<file path="src/hw/rtl/rtbc_pkg.sv">
// ----------------------------------------------------------------------------
// Timing budget calculator package
// Shared widths, constants, status codes and sequencer types.
// ----------------------------------------------------------------------------
`default_nettype none

package rtbc_pkg;

   localparam int MP_W = 20;

   localparam logic [31:0] MACRO_SCALE = 32'(2304 * 1655);
   localparam logic [31:0] ROUND_HALF = 32'd500;
   localparam logic [MP_W-1:0] NS_PER_US = MP_W'(1000);

   localparam logic [31:0] START_OVERHEAD_US = 32'd1910;
   localparam logic [31:0] SET_START_OVERHEAD_US = 32'd1320;
   localparam logic [31:0] END_OVERHEAD_US = 32'd960;
   localparam logic [31:0] TCC_OVERHEAD_US = 32'd590;
   localparam logic [31:0] DSS_OVERHEAD_US = 32'd690;
   localparam logic [31:0] MSRC_OVERHEAD_US = 32'd660;
   localparam logic [31:0] PRE_OVERHEAD_US = 32'd660;
   localparam logic [31:0] FINAL_OVERHEAD_US = 32'd550;
   localparam logic [31:0] MIN_BUDGET_US = 32'd20000;
   localparam logic [31:0] MANTISSA_OVF_MASK = 32'hFFFF_FF00;

   localparam logic [6:0] VCSEL_CODE_MAX = 7'd126;
   localparam logic [7:0] EXP_LIMIT = 8'd16;

   typedef enum logic [1:0] {
      STATUS_OK        = 2'd0,
      STATUS_FINAL_OFF = 2'd1,
      STATUS_BELOW_MIN = 2'd2,
      STATUS_TOO_LARGE = 2'd3
   } rtbc_status_type;

   typedef enum logic [3:0] {
      S_IDLE,
      S_MUL,
      S_DIV_START,
      S_DIV_WAIT,
      S_SUM,
      S_TOTAL,
      S_CHECK,
      S_ENC_INIT,
      S_NORM,
      S_DONE
   } rtbc_state_type;

   typedef enum logic [2:0] {
      OP_MP_PRE,
      OP_MP_FIN,
      OP_MS_US,
      OP_PRE_US,
      OP_FIN_US,
      OP_MCLKS
   } rtbc_op_type;

   typedef enum logic [1:0] {
      TERM_TCC,
      TERM_STEP,
      TERM_PRE
   } rtbc_term_type;

endpackage

`default_nettype wire

</file>
<file path="src/hw/rtl/rtbc_mul.sv">
// ----------------------------------------------------------------------------
// Timing budget calculator multiplier
// Registered 32 by 20 bit multiplier keeping the low 32 bits of the product.
// ----------------------------------------------------------------------------
`default_nettype none

module rtbc_mul (
   input  logic                       clock,
   input  logic [31:0]                mul_a,
   input  logic [rtbc_pkg::MP_W-1:0]  mul_b,
   output logic [31:0]                mul_prod
);

   localparam int FULL_W = 32 + rtbc_pkg::MP_W;

   logic [FULL_W-1:0] full_prod;
   logic [31:0]       prod_ff;

   assign full_prod = FULL_W'(mul_a) * FULL_W'(mul_b);

   always_ff @(posedge clock) begin
      prod_ff <= full_prod[31:0];
   end

   assign mul_prod = prod_ff;

endmodule

`default_nettype wire

</file>
<file path="src/hw/rtl/rtbc_div.sv">
// ----------------------------------------------------------------------------
// Timing budget calculator divider
// Restoring divider, one quotient bit per cycle, 32-bit dividend.
// ----------------------------------------------------------------------------
`default_nettype none

module rtbc_div (
   input  logic                       clock,
   input  logic                       reset,
   input  logic                       div_start,
   input  logic [31:0]                div_dividend,
   input  logic [rtbc_pkg::MP_W-1:0]  div_divisor,
   output logic                       div_done,
   output logic [31:0]                div_quotient
);

   localparam int MP_W = rtbc_pkg::MP_W;

   logic            busy_ff;
   logic            busy_in;
   logic            done_ff;
   logic            done_in;
   logic [4:0]      cnt_ff;
   logic [4:0]      cnt_in;
   logic [31:0]     quo_ff;
   logic [MP_W-1:0] rem_ff;
   logic [MP_W:0]   rem_shift;
   logic            rem_ge;
   logic [MP_W:0]   rem_sub;

   assign rem_shift = {rem_ff, quo_ff[31]};
   assign rem_ge = rem_shift >= {1'b0, div_divisor};
   assign rem_sub = rem_shift - {1'b0, div_divisor};

   always_comb begin
      busy_in = busy_ff;
      done_in = 1'b0;
      cnt_in = cnt_ff;
      if (div_start) begin
         busy_in = 1'b1;
         cnt_in = '0;
      end else if (busy_ff) begin
         cnt_in = cnt_ff + 5'd1;
         if (cnt_ff == 5'd31) begin
            busy_in = 1'b0;
            done_in = 1'b1;
         end
      end
   end

   always_ff @(posedge clock) begin
      if (reset) begin
         busy_ff <= 1'b0;
         done_ff <= 1'b0;
         cnt_ff <= '0;
      end else begin
         busy_ff <= busy_in;
         done_ff <= done_in;
         cnt_ff <= cnt_in;
      end
   end

   always_ff @(posedge clock) begin
      if (div_start) begin
         quo_ff <= div_dividend;
         rem_ff <= '0;
      end else if (busy_ff) begin
         quo_ff <= {quo_ff[30:0], rem_ge};
         rem_ff <= rem_ge ? rem_sub[MP_W-1:0] : rem_shift[MP_W-1:0];
      end
   end

   assign div_done = done_ff;
   assign div_quotient = quo_ff;

endmodule

`default_nettype wire

</file>
<file path="src/hw/rtl/ranging_timing_budget_calc_core.sv">
// ----------------------------------------------------------------------------
// Ranging timing budget calculator
// Computes the present measurement budget and a new final-range timeout code
// with a small sequencer around one shared multiplier and one serial divider.
//
//   Channel  Direction  Handshake            Content
//   req_     in         req_valid/req_stall  enables, VCSEL codes, timeouts,
//                                            requested budget
//   rsp_     out        rsp_valid/rsp_stall  current budget, status, code
//
// From accept to accept an item makes five multiply-divide passes through the
// 32-step divider, then sums its terms, forms the totals and runs the checks.
// A new code adds a sixth pass and then the normalisation of the new code.
// The input is stalled while an item is in progress; a stalled result holds the
// sequencer, while an idle block takes the next item as the last result waits.
// Reset is synchronous and clears the sequencer and output valid.
// ----------------------------------------------------------------------------
`default_nettype none

module ranging_timing_budget_calc_core (
   input  logic        clock,
   input  logic        reset,
   input  logic        req_valid,
   output logic        req_stall,
   input  logic [7:0]  req_sequence_enables,
   input  logic [6:0]  req_pre_vcsel_code,
   input  logic [6:0]  req_final_vcsel_code,
   input  logic [7:0]  req_msrc_timeout_code,
   input  logic [15:0] req_pre_timeout_code,
   input  logic [15:0] req_final_timeout_code,
   input  logic [31:0] req_requested_budget_us,
   output logic        rsp_valid,
   input  logic        rsp_stall,
   output logic [31:0] rsp_current_budget_us,
   output logic [1:0]  rsp_set_status,
   output logic [15:0] rsp_new_final_code
);

   localparam int MP_W = rtbc_pkg::MP_W;
   localparam int EN_MSRC = 2;
   localparam int EN_DSS = 3;
   localparam int EN_TCC = 4;
   localparam int EN_PRE = 6;
   localparam int EN_FINAL = 7;

   function automatic logic [7:0] vcsel_period(input logic [6:0] code);
      logic [6:0] c;
      c = (code > rtbc_pkg::VCSEL_CODE_MAX) ? rtbc_pkg::VCSEL_CODE_MAX : code;
      return {c + 7'd1, 1'b0};
   endfunction

   function automatic logic [15:0] decode_mclks(input logic [15:0] code);
      logic [15:0] shifted;
      shifted = 16'(code[7:0]) << code[11:8];
      if (code[15:8] >= rtbc_pkg::EXP_LIMIT) begin
         shifted = '0;
      end
      return shifted + 16'd1;
   endfunction

   rtbc_pkg::rtbc_state_type  state_ff;
   rtbc_pkg::rtbc_state_type  state_in;
   rtbc_pkg::rtbc_op_type     op_ff;
   rtbc_pkg::rtbc_term_type   term_ff;
   rtbc_pkg::rtbc_status_type status_ff;
   rtbc_pkg::rtbc_status_type status_in;
   rtbc_pkg::rtbc_status_type out_status_ff;

   logic            rsp_valid_ff;
   logic            rsp_valid_in;
   logic            accept;
   logic            out_load;
   logic            div_start;
   logic            div_done;
   logic [31:0]     div_quotient;
   logic [31:0]     div_dividend;
   logic [MP_W-1:0] div_divisor;
   logic [31:0]     mul_a;
   logic [MP_W-1:0] mul_b;
   logic [31:0]     mul_prod;
   logic [31:0]     addend;
   logic [31:0]     term_value;
   logic [31:0]     fin_term;
   logic [15:0]     pre_mclks_dec;
   logic [15:0]     fin_mclks_dec;

   logic            tcc_ff;
   logic            dss_ff;
   logic            msrc_ff;
   logic            pre_ff;
   logic            fin_ff;
   logic [7:0]      pre_p_ff;
   logic [7:0]      fin_p_ff;
   logic [8:0]      ms_mclks_ff;
   logic [15:0]     pre_mclks_ff;
   logic [15:0]     fin_mclks_ff;
   logic [31:0]     req_ff;
   logic [MP_W-1:0] mp_pre_ff;
   logic [MP_W-1:0] mp_fin_ff;
   logic [31:0]     ms_us_ff;
   logic [31:0]     pre_us_ff;
   logic [31:0]     fin_us_ff;
   logic [31:0]     acc_ff;
   logic [31:0]     cur_ff;
   logic [31:0]     used_ff;
   logic [31:0]     lsb_ff;
   logic [4:0]      msb_ff;
   logic [15:0]     code_ff;
   logic [31:0]     out_budget_ff;
   logic [15:0]     out_code_ff;

   rtbc_mul u_mul (
      .clock    (clock),
      .mul_a    (mul_a),
      .mul_b    (mul_b),
      .mul_prod (mul_prod)
   );

   rtbc_div u_div (
      .clock        (clock),
      .reset        (reset),
      .div_start    (div_start),
      .div_dividend (div_dividend),
      .div_divisor  (div_divisor),
      .div_done     (div_done),
      .div_quotient (div_quotient)
   );

   always_comb begin
      mul_a = '0;
      mul_b = '0;
      addend = rtbc_pkg::ROUND_HALF;
      div_divisor = rtbc_pkg::NS_PER_US;
      case (op_ff)
         rtbc_pkg::OP_MP_PRE: begin
            mul_a = rtbc_pkg::MACRO_SCALE;
            mul_b = MP_W'(pre_p_ff);
         end
         rtbc_pkg::OP_MP_FIN: begin
            mul_a = rtbc_pkg::MACRO_SCALE;
            mul_b = MP_W'(fin_p_ff);
         end
         rtbc_pkg::OP_MS_US: begin
            mul_a = 32'(ms_mclks_ff);
            mul_b = mp_pre_ff;
         end
         rtbc_pkg::OP_PRE_US: begin
            mul_a = 32'(pre_mclks_ff);
            mul_b = mp_pre_ff;
         end
         rtbc_pkg::OP_FIN_US: begin
            mul_a = 32'(fin_mclks_ff);
            mul_b = mp_fin_ff;
         end
         rtbc_pkg::OP_MCLKS: begin
            mul_a = used_ff;
            mul_b = rtbc_pkg::NS_PER_US;
            addend = 32'(mp_fin_ff[MP_W-1:1]);
            div_divisor = mp_fin_ff;
         end
         default: begin
            mul_a = '0;
         end
      endcase
   end

   assign div_dividend = mul_prod + addend;

   always_comb begin
      case (term_ff)
         rtbc_pkg::TERM_TCC: begin
            term_value = tcc_ff ? ms_us_ff + rtbc_pkg::TCC_OVERHEAD_US : '0;
         end
         rtbc_pkg::TERM_STEP: begin
            if (dss_ff) begin
               term_value = {ms_us_ff[30:0], 1'b0} + {rtbc_pkg::DSS_OVERHEAD_US[30:0], 1'b0};
            end else if (msrc_ff) begin
               term_value = ms_us_ff + rtbc_pkg::MSRC_OVERHEAD_US;
            end else begin
               term_value = '0;
            end
         end
         rtbc_pkg::TERM_PRE: begin
            term_value = pre_ff ? pre_us_ff + rtbc_pkg::PRE_OVERHEAD_US : '0;
         end
         default: begin
            term_value = '0;
         end
      endcase
   end

   assign fin_term = fin_ff ? fin_us_ff + rtbc_pkg::FINAL_OVERHEAD_US : '0;
   assign pre_mclks_dec = decode_mclks(req_pre_timeout_code);
   assign fin_mclks_dec = decode_mclks(req_final_timeout_code);

   always_comb begin
      if (req_ff < rtbc_pkg::MIN_BUDGET_US) begin
         status_in = rtbc_pkg::STATUS_BELOW_MIN;
      end else if (!fin_ff) begin
         status_in = rtbc_pkg::STATUS_FINAL_OFF;
      end else if (used_ff > req_ff) begin
         status_in = rtbc_pkg::STATUS_TOO_LARGE;
      end else begin
         status_in = rtbc_pkg::STATUS_OK;
      end
   end

   always_comb begin
      state_in = state_ff;
      case (state_ff)
         rtbc_pkg::S_IDLE: begin
            if (req_valid) begin
               state_in = rtbc_pkg::S_MUL;
            end
         end
         rtbc_pkg::S_MUL: begin
            state_in = rtbc_pkg::S_DIV_START;
         end
         rtbc_pkg::S_DIV_START: begin
            state_in = rtbc_pkg::S_DIV_WAIT;
         end
         rtbc_pkg::S_DIV_WAIT: begin
            if (div_done) begin
               if (op_ff == rtbc_pkg::OP_FIN_US) begin
                  state_in = rtbc_pkg::S_SUM;
               end else if (op_ff == rtbc_pkg::OP_MCLKS) begin
                  state_in = rtbc_pkg::S_ENC_INIT;
               end else begin
                  state_in = rtbc_pkg::S_MUL;
               end
            end
         end
         rtbc_pkg::S_SUM: begin
            if (term_ff == rtbc_pkg::TERM_PRE) begin
               state_in = rtbc_pkg::S_TOTAL;
            end
         end
         rtbc_pkg::S_TOTAL: begin
            state_in = rtbc_pkg::S_CHECK;
         end
         rtbc_pkg::S_CHECK: begin
            state_in = (status_in == rtbc_pkg::STATUS_OK) ? rtbc_pkg::S_MUL
                                                          : rtbc_pkg::S_DONE;
         end
         rtbc_pkg::S_ENC_INIT: begin
            state_in = (lsb_ff == '0) ? rtbc_pkg::S_DONE : rtbc_pkg::S_NORM;
         end
         rtbc_pkg::S_NORM: begin
            if ((lsb_ff & rtbc_pkg::MANTISSA_OVF_MASK) == '0) begin
               state_in = rtbc_pkg::S_DONE;
            end
         end
         rtbc_pkg::S_DONE: begin
            if (!rsp_valid_ff || !rsp_stall) begin
               state_in = rtbc_pkg::S_IDLE;
            end
         end
         default: begin
            state_in = rtbc_pkg::S_IDLE;
         end
      endcase
   end

   always_comb begin
      req_stall = state_ff != rtbc_pkg::S_IDLE;
      div_start = state_ff == rtbc_pkg::S_DIV_START;
      out_load = (state_ff == rtbc_pkg::S_DONE) && (!rsp_valid_ff || !rsp_stall);
   end

   assign accept = req_valid && !req_stall;

   always_comb begin
      rsp_valid_in = rsp_valid_ff;
      if (out_load) begin
         rsp_valid_in = 1'b1;
      end else if (!rsp_stall) begin
         rsp_valid_in = 1'b0;
      end
   end

   always_ff @(posedge clock) begin
      if (reset) begin
         state_ff <= rtbc_pkg::S_IDLE;
         op_ff <= rtbc_pkg::OP_MP_PRE;
         term_ff <= rtbc_pkg::TERM_TCC;
         rsp_valid_ff <= 1'b0;
      end else begin
         state_ff <= state_in;
         rsp_valid_ff <= rsp_valid_in;
         if (accept) begin
            op_ff <= rtbc_pkg::OP_MP_PRE;
            term_ff <= rtbc_pkg::TERM_TCC;
         end else if (state_ff == rtbc_pkg::S_DIV_WAIT && div_done
                      && op_ff != rtbc_pkg::OP_FIN_US && op_ff != rtbc_pkg::OP_MCLKS) begin
            op_ff <= rtbc_pkg::rtbc_op_type'(op_ff + 3'd1);
         end else if (state_ff == rtbc_pkg::S_SUM && term_ff != rtbc_pkg::TERM_PRE) begin
            term_ff <= rtbc_pkg::rtbc_term_type'(term_ff + 2'd1);
         end else if (state_ff == rtbc_pkg::S_CHECK) begin
            op_ff <= rtbc_pkg::OP_MCLKS;
         end
      end
   end

   always_ff @(posedge clock) begin
      if (accept) begin
         tcc_ff <= req_sequence_enables[EN_TCC];
         dss_ff <= req_sequence_enables[EN_DSS];
         msrc_ff <= req_sequence_enables[EN_MSRC];
         pre_ff <= req_sequence_enables[EN_PRE];
         fin_ff <= req_sequence_enables[EN_FINAL];
         pre_p_ff <= vcsel_period(req_pre_vcsel_code);
         fin_p_ff <= vcsel_period(req_final_vcsel_code);
         ms_mclks_ff <= 9'(req_msrc_timeout_code) + 9'd1;
         pre_mclks_ff <= pre_mclks_dec;
         fin_mclks_ff <= req_sequence_enables[EN_PRE] ? fin_mclks_dec - pre_mclks_dec
                                                      : fin_mclks_dec;
         req_ff <= req_requested_budget_us;
         acc_ff <= '0;
         code_ff <= '0;
      end
      if (state_ff == rtbc_pkg::S_DIV_WAIT && div_done) begin
         case (op_ff)
            rtbc_pkg::OP_MP_PRE: mp_pre_ff <= div_quotient[MP_W-1:0];
            rtbc_pkg::OP_MP_FIN: mp_fin_ff <= div_quotient[MP_W-1:0];
            rtbc_pkg::OP_MS_US:  ms_us_ff <= div_quotient;
            rtbc_pkg::OP_PRE_US: pre_us_ff <= div_quotient;
            rtbc_pkg::OP_FIN_US: fin_us_ff <= div_quotient;
            rtbc_pkg::OP_MCLKS: begin
               lsb_ff <= div_quotient + (pre_ff ? 32'(pre_mclks_ff) : 32'd0);
            end
            default: begin
               lsb_ff <= lsb_ff;
            end
         endcase
      end
      if (state_ff == rtbc_pkg::S_SUM) begin
         acc_ff <= acc_ff + term_value;
      end
      if (state_ff == rtbc_pkg::S_TOTAL) begin
         cur_ff <= acc_ff + rtbc_pkg::START_OVERHEAD_US + rtbc_pkg::END_OVERHEAD_US
                   + fin_term;
         used_ff <= acc_ff + rtbc_pkg::SET_START_OVERHEAD_US + rtbc_pkg::END_OVERHEAD_US
                    + rtbc_pkg::FINAL_OVERHEAD_US;
      end
      if (state_ff == rtbc_pkg::S_CHECK) begin
         status_ff <= status_in;
         used_ff <= req_ff - used_ff;
      end
      if (state_ff == rtbc_pkg::S_ENC_INIT) begin
         lsb_ff <= lsb_ff - 32'd1;
         msb_ff <= '0;
      end
      if (state_ff == rtbc_pkg::S_NORM) begin
         if ((lsb_ff & rtbc_pkg::MANTISSA_OVF_MASK) != '0) begin
            lsb_ff <= {1'b0, lsb_ff[31:1]};
            msb_ff <= msb_ff + 5'd1;
         end else begin
            code_ff <= {3'b000, msb_ff, lsb_ff[7:0]};
         end
      end
      if (out_load) begin
         out_budget_ff <= cur_ff;
         out_status_ff <= status_ff;
         out_code_ff <= code_ff;
      end
   end

   assign rsp_valid = rsp_valid_ff;
   assign rsp_current_budget_us = out_budget_ff;
   assign rsp_set_status = out_status_ff;
   assign rsp_new_final_code = out_code_ff;

endmodule

`default_nettype wire

</file>
<file path="config.mk">
export PLATFORM = sky130hd
export DESIGN_NAME = ranging_timing_budget_calc_core
export DESIGN_NICKNAME = d
export VERILOG_FILES = /design/src/hw/rtl/rtbc_pkg.sv /design/src/hw/rtl/rtbc_mul.sv /design/src/hw/rtl/rtbc_div.sv /design/src/hw/rtl/ranging_timing_budget_calc_core.sv
export SDC_FILE = /design/constraint.sdc
export NUM_CORES = 2
export LEC_CHECK = 0
export BUFFER_PORTS_ARGS = -buffer_cell sky130_fd_sc_hd__buf_4
export CORE_MARGIN = 8
export CORE_UTILIZATION = 50
export DETAILED_ROUTE_END_ITERATION = 16
export GPL_TIMING_DRIVEN = 0
export PLACE_DENSITY = 0.66
export SLEW_MARGIN = 20
export SYNTH_ARGS = -nofsm -noshare
export SYNTH_HDL_FRONTEND = slang
export SYNTH_SLANG_ARGS = --single-unit
</file>
<file path="constraint.sdc">
create_clock -name clock -period 12 [get_ports clock]
set_clock_uncertainty 0.1 [all_clocks]
set_input_delay 0 -clock clock [delete_from_list [all_inputs] [get_ports clock]]
set_output_delay 0 -clock clock [all_outputs]
set_load 0.005 [all_outputs]
</file>
; Word-level counts from Yosys, hierarchy flattened
; Index checks and enable logic that the tools add are counted.
[totals]
ff_bits = 530
input_bits = 98
output_inout_bits = 52
wordCells = 193
[classes]
add_sub_neg = 27
multipliers = 1
magnitude_cmp = 7
n_eq_ne = 27
n_shift = 2
n_mux = 56
bitwise = 2
reduce_logical = 35
[ops]
columns = op, n
row1 = $mux 32, 16
row2 = $add 32x10->32 const B, 7
row3 = $pmux 32 s5, 1
row4 = $mux 16, 7
row5 = $pmux 20 s5, 1
row6 = $add 32x11->32 const B, 3
row7 = $add 32x32->32, 3
row8 = $pmux 32 s3, 1
row9 = $logic_not 32->1, 2
row10 = $mux 20, 2
row11 = $pmux 4 s10, 1
row12 = $add 16x1->16 const B, 2
row13 = $add 32x16->32, 1
row14 = $gt 32x32->1, 1
row15 = $lt 32x15->1 const B, 1
row16 = $mul 32x20->32, 1
row17 = $reduce_bool 32->1, 1
row18 = $shl 8x4->16, 2
row19 = $sub 32x1->32 const B, 1
row20 = $sub 32x32->32, 1
row21 = $mux 4, 6
row22 = $ge 21x20->1, 1
row23 = $sub 20x20->20, 1
row24 = $mux 19, 1
row25 = other kinds (39), 93

; Depth between registers and ports, before layout
[depth]
ltp_word = 7
ltp_mapped = 36
mapped_depth_nobuf = 31

; Hierarchy
; Synthesis repeated with hierarchy kept, for this count alone.
[hier_totals]
cells_unflattened = 5125
area_unflattened_um2 = 47501.8
[by_module_without_submodules]
columns = mod, n_inst, cells_each, area_each_um2
row1 = ranging_timing_budget_calc_core, 1, 3163, 29711.0
row2 = rtbc_mul, 1, 1588, 14102.3
row3 = rtbc_div, 1, 374, 3688.5

; Worst setup path after synthesis
; Ideal clock, no wire load.
[synth_timing]
path_type = reg2reg
from = reg op_ff[1]
to = reg u_mul.prod_ff[29] (netlist: u_mul.mul_prod[29])
setup_ps = 72
arrival_time_ps = 8621
t_required_ps = 11828
path_slack_ps = 3207
path_stages_with_launch = 32
path_buffers = 5
synth_period_minus_slack_ps = 8793
cell_sequence = dfxtp_1 -> clkbuf_1 -> clkinv_1 -> ha_1 -> buf_2 -> and2_1 -> clkbuf_1 -> buf_2 -> buf_1 -> a22o_1 -> a221oi_1 -> nor2_1 -> fa_1 -> fa_1 -> ha_1 -> fa_1 -> inv_1 -> fa_1 -> inv_1 -> fa_1 -> inv_1 -> fa_1 -> inv_1 -> ha_1 -> a21o_1 -> a221o_1 -> o311a_1 -> or4_1 -> a21oi_1 -> o21ai_1 -> a21oi_1 -> xnor2_1
[synth_via]
elab_chain_len = 4
word_cells_on_any_way = 11
[synth_rtl]
columns = element, line_no
row1 = "start, declared", ranging_timing_budget_calc_core.sv:63  ; rtbc_pkg::rtbc_op_type op_ff;
row2 = "start signal, assigned", ranging_timing_budget_calc_core.sv:284  ; op_ff <= rtbc_pkg::OP_MP_PRE;
row3 = "start signal, assigned", ranging_timing_budget_calc_core.sv:291  ; op_ff <= rtbc_pkg::OP_MP_PRE;
row4 = "start signal, assigned", ranging_timing_budget_calc_core.sv:295  ; op_ff <= rtbc_pkg::rtbc_op_type'(op_ff + 3'd1);
row5 = "$eq 3x1->1, or another cell as far along", ranging_timing_budget_calc_core.sv:134  ; case (op_ff)
row6 = $reduce_or 2->1 (no source line), -
row7 = $pmux 32 s5 / $pmux 20 s5 (equally long branches), ranging_timing_budget_calc_core.sv:134
row8 = $mul 32x20->32 *, rtbc_mul.sv:19  ; assign full_prod = FULL_W'(mul_a) * FULL_W'(mul_b);
row9 = via u_mul.full_prod[29], rtbc_mul.sv:16  ; logic [FULL_W-1:0] full_prod;
row10 = "end signal, assigned", rtbc_mul.sv:22  ; prod_ff <= full_prod[31:0];
row11 = "end, declared", rtbc_mul.sv:17  ; logic [31:0] prod_ff;
; Mark *: on every way through the listed nets, which the timed path passes. The rest lies on a longest branch.
; A chain may end at the register's enable or synchronous reset.

; Worst setup path in the final report
[layout_timing]
from = reg op_ff[1]
to = reg u_mul.prod_ff[31] (netlist: u_mul.mul_prod[31])
; The elaborated chain is that of the path after synthesis.

==> summary.txt <==
Die
  • Die span in x: 322 µm
  • Height of the die: 322 µm
  • Core region area: about 93000 µm²
  • Starting density of the core: 50.3%
  • Top-level port count: 150
  • Std-Cell Rows: 112
  • Die Outline Area: 104000 µm²

STA
  • RSZ-0062 raised after global routing: false
  • Fin crit period: between 10 and 15 ns
  • Accumulated negative setup slack: 0 ns
  • Worst-margin pin slew: around 1.2 ns
  • Worst relative slew slack: 17.3%
  • Post-route clock period utilization: 95.4%
  • # setup viols final: 0
  • Final count of hold timing violations: 0
  • Maximum operating frequency: 0.0873 GHz
  • Final setup slack of the worst path: 0.551 ns
  • Max-slew violation total from the final report: 0

Global route
  • Global-route wire length before repair: 245000 µm
  • Maximum number of pins on one net before global-route repair: 54
  • Vias in the first global route: between 30000 and 40000
  • Total global routing track utilization: 31.2%
  • Overflow left after global routing: 0
  • Antenna violations before repair: 6

CTS
  • Setup repair bufs after CTS: 0
  • Level count of the clock H-tree: 2
  • Clock latency at the later pin of the worst-skew pair: 0.68 ns
  • TritonCTS Buffers: 59
  • Number of buffers on the longest clock path: 3
  • Num Clock Sinks: 530
  • Post-CTS clock slew at the launch and capture registers of the worst setup and hold paths: 0.07 ns
  • Clock tree from TritonCTS: yes
  • Clk Tree Root Cell: sky130_fd_sc_hd__clkbuf_16

Yosys
  • Synth top cells by count: sky130_fd_sc_hd__nand2_1, sky130_fd_sc_hd__inv_1, sky130_fd_sc_hd__nor2_1
  • Asr flop ratio synth: 0%
  • Count of warnings emitted by yosys: 0
  • Yosys reg bits: 530
  • Synthesized cell area: roughly 47000 µm²
  • Nets in the synthesized netlist: 5893
  • Most frequent cell after synthesis: sky130_fd_sc_hd__nand2_1
  • Number of instances in the synthesized netlist: 5134
  • Count of flip-flops with a built-in enable after synthesis: 408
  • Unique masters post-synth: 83
  • Top cells by area in the synthesized netlist: sky130_fd_sc_hd__edfxtp_1, sky130_fd_sc_hd__fa_1, sky130_fd_sc_hd__ha_1
  • Library cell occupying the most area in the post-synthesis netlist: sky130_fd_sc_hd__edfxtp_1
  • Avg Cell Area, Syn: 9.11 µm²
  • Portion of synthesized cell area occupied by the leading cell type: about a quarter
  • Register area share after synthesis: between 30% and 40%
  • Most frequently used flop master after synthesis: sky130_fd_sc_hd__edfxtp_1

Routing
  • Post-detailed-routing wire length: 164000 µm
  • Routed len/inst: 24.1 µm
  • Number of DRC violations after detailed-routing iteration 0: about 4200
  • DRC errors left: 0
  • Drt via density: 5.86
  • Number of optimization iterations in the first detailed-route pass: 7
  • Number of nets with antenna violations after detailed routing: 0
  • Number of vias in the routed layout: 39900

Critical path
  • Slowest Stage Delay on Critical Path: 0.67 ns
  • Crit Path Class: reg2reg
  • Cell family contributing the most delay on the critical path: adder cells
  • Critical path fanouts, max: 10
  • Worst Path Buf+Inv: 14
  • Worst Setup End Kind: flop
  • Data required time at the worst endpoint: between 10 and 15 ns
  • FF-to-FF Start: op_ff[1]
  • CP Data Arrival Time: 11.91 ns
  • Master of the slowest instance on the critical path: sky130_fd_sc_hd__buf_1
  • Critical path startpoint category: flop
  • Worst setup path start: op_ff[1]

Pwr
  • Leakage power: 22.7 nW
  • Peak ir drop on the vdd network: 118 µV
  • Total power divided by cell area: 129 nW/µm²

Cells and area
  • Share of layout cells above drive strength 1: 6.47%
  • Number of cells in the finished layout apart from fillers: 6806
  • Final net count: about 6300
  • Post-route core utilization: 57.4%
  • P&R area growth vs syn: 14.1%

Status
  • Status: completed

Job
  • Max-cap viol count: 0

Hold path
  • Worst Hold Launch: req_pre_timeout_code[6]
  • Tightest Hold Check Type: in2reg

Place
  • Post-placement cell count: 6552
  • I/O Buffers: 141
  • Setup slack at placement: about 0.9 ns
  • Detail Placement HPWL: 132000 µm
  • Final GP Congestion: 1.03
-- final timing paths --
| kind | to | depth (start not counted) | slack [ns] |
|---|---|---|---|
| worst min-delay path | pre_mclks_ff[10] | 7 | 0.06 |
| worst min register to register | rsp_current_budget_us[7] | 0 | 0.32 |
| worst max-delay path | u_mul.mul_prod[31] | 35 | 0.55 |
| worst max register to register | u_mul.mul_prod[31] | 35 | 0.55 |
-- worst min-delay path, stage by stage --
cell and delay (ns):
sky130_fd_sc_hd__buf_4 0.09, sky130_fd_sc_hd__mux2_2 0.15, sky130_fd_sc_hd__o21ai_0 0.10, sky130_fd_sc_hd__o22ai_1 0.13, sky130_fd_sc_hd__nand2_1 0.07, sky130_fd_sc_hd__o31a_1 0.14
sky130_fd_sc_hd__inv_1 0.06
-- through the flow --
stage / hold slack [ns] / total power [W] / instance area, µm²
after detailed placement: 0.0795 / 0.00492 / 49900
after floorplan: -0.00113 / 0.00405 / 46800
after global placement: 0.0786 / 0.00488 / 49400
after CTS: 0.0239 / 0.00688 / 53400
final: 0.0606 / 0.00688 / 53400
after global routing: 0.0720 / 0.00724 / 53400
-- cell usage in the layout (no fill, tap or decap), drive strengths merged, types with 94 or more instances in the layout --
| cell | netlist | final |
|---|---|---|
| dlygate4sd3 | 0 | 140 |
| inv | 581 | 586 |
| fa | 360 | 360 |
| nand2 | 650 | 650 |
| edfxtp | 408 | 408 |
| buf | 27 | 191 |
| xnor2 | 241 | 241 |
| nor3 | 94 | 94 |
| nand3 | 120 | 120 |
| nor2 | 508 | 508 |
| a21oi | 255 | 255 |
| o21ai | 248 | 248 |
| xor2 | 170 | 170 |
| dfxtp | 122 | 122 |
| clkbuf | 158 | 235 |
| ha | 301 | 301 |
-- layout make-up --
type | instances | area, µm²
Fill cell | 8428 | 39700
Multi-Input combinational cell | 3832 | 29300
Sequential cell | 530 | 14700
Timing Repair Buffer | 305 | 2780
Inverter | 587 | 2210
Clock buffer | 76 | 1640
Tap cell | 1254 | 1570
Buffer | 185 | 712
Clock inverter | 36 | 419
Antenna cell | 1 | 2.50
-- where the power goes --
part / total [W] / leakage, nW / internal, W / switching, W
Combinational: 0.00260 / 16.9 / 0.00102 / 0.00157
Sequential: 0.00237 / 4.76 / 0.00217 / 0.000197
Clock: 0.00191 / 1.00 / 0.00111 / 0.000805
-- per-layer routing --
layer | part of all wire, % | routed length, µm | vias up | global-route usage [%]
met2 | 44 | 71900 | 1845 | 48.5
met1 | 42 | 69100 | 19400 | 42.5
met3 | 9.3 | 15200 | 384 | 6.33
met5 | 0.016 | 27 | - | 0
li1 | - | - | 18300 | -
met4 | 4.8 | 7870 | 4 | 12.8
-- cell families after synthesis --
kind of cell	count (synthesis)	share of synthesized area [%]
adders and majority gates	661	23.4
DFF	530	31.4
buffers and inverters	772	6.23
AOI/OAI and AO/OA	974	13.4
xor gates and xnor gates	411	7.69
and+or+nand+nor	1742	16.9
muxes	44	0.976
-- timing repair --
item                      4_1_cts  5_1_grt
resized for setup               0        0
hold endpoints to repair      153        0
hold buffers                  140        0
Power figures use the tool's default switching activity.
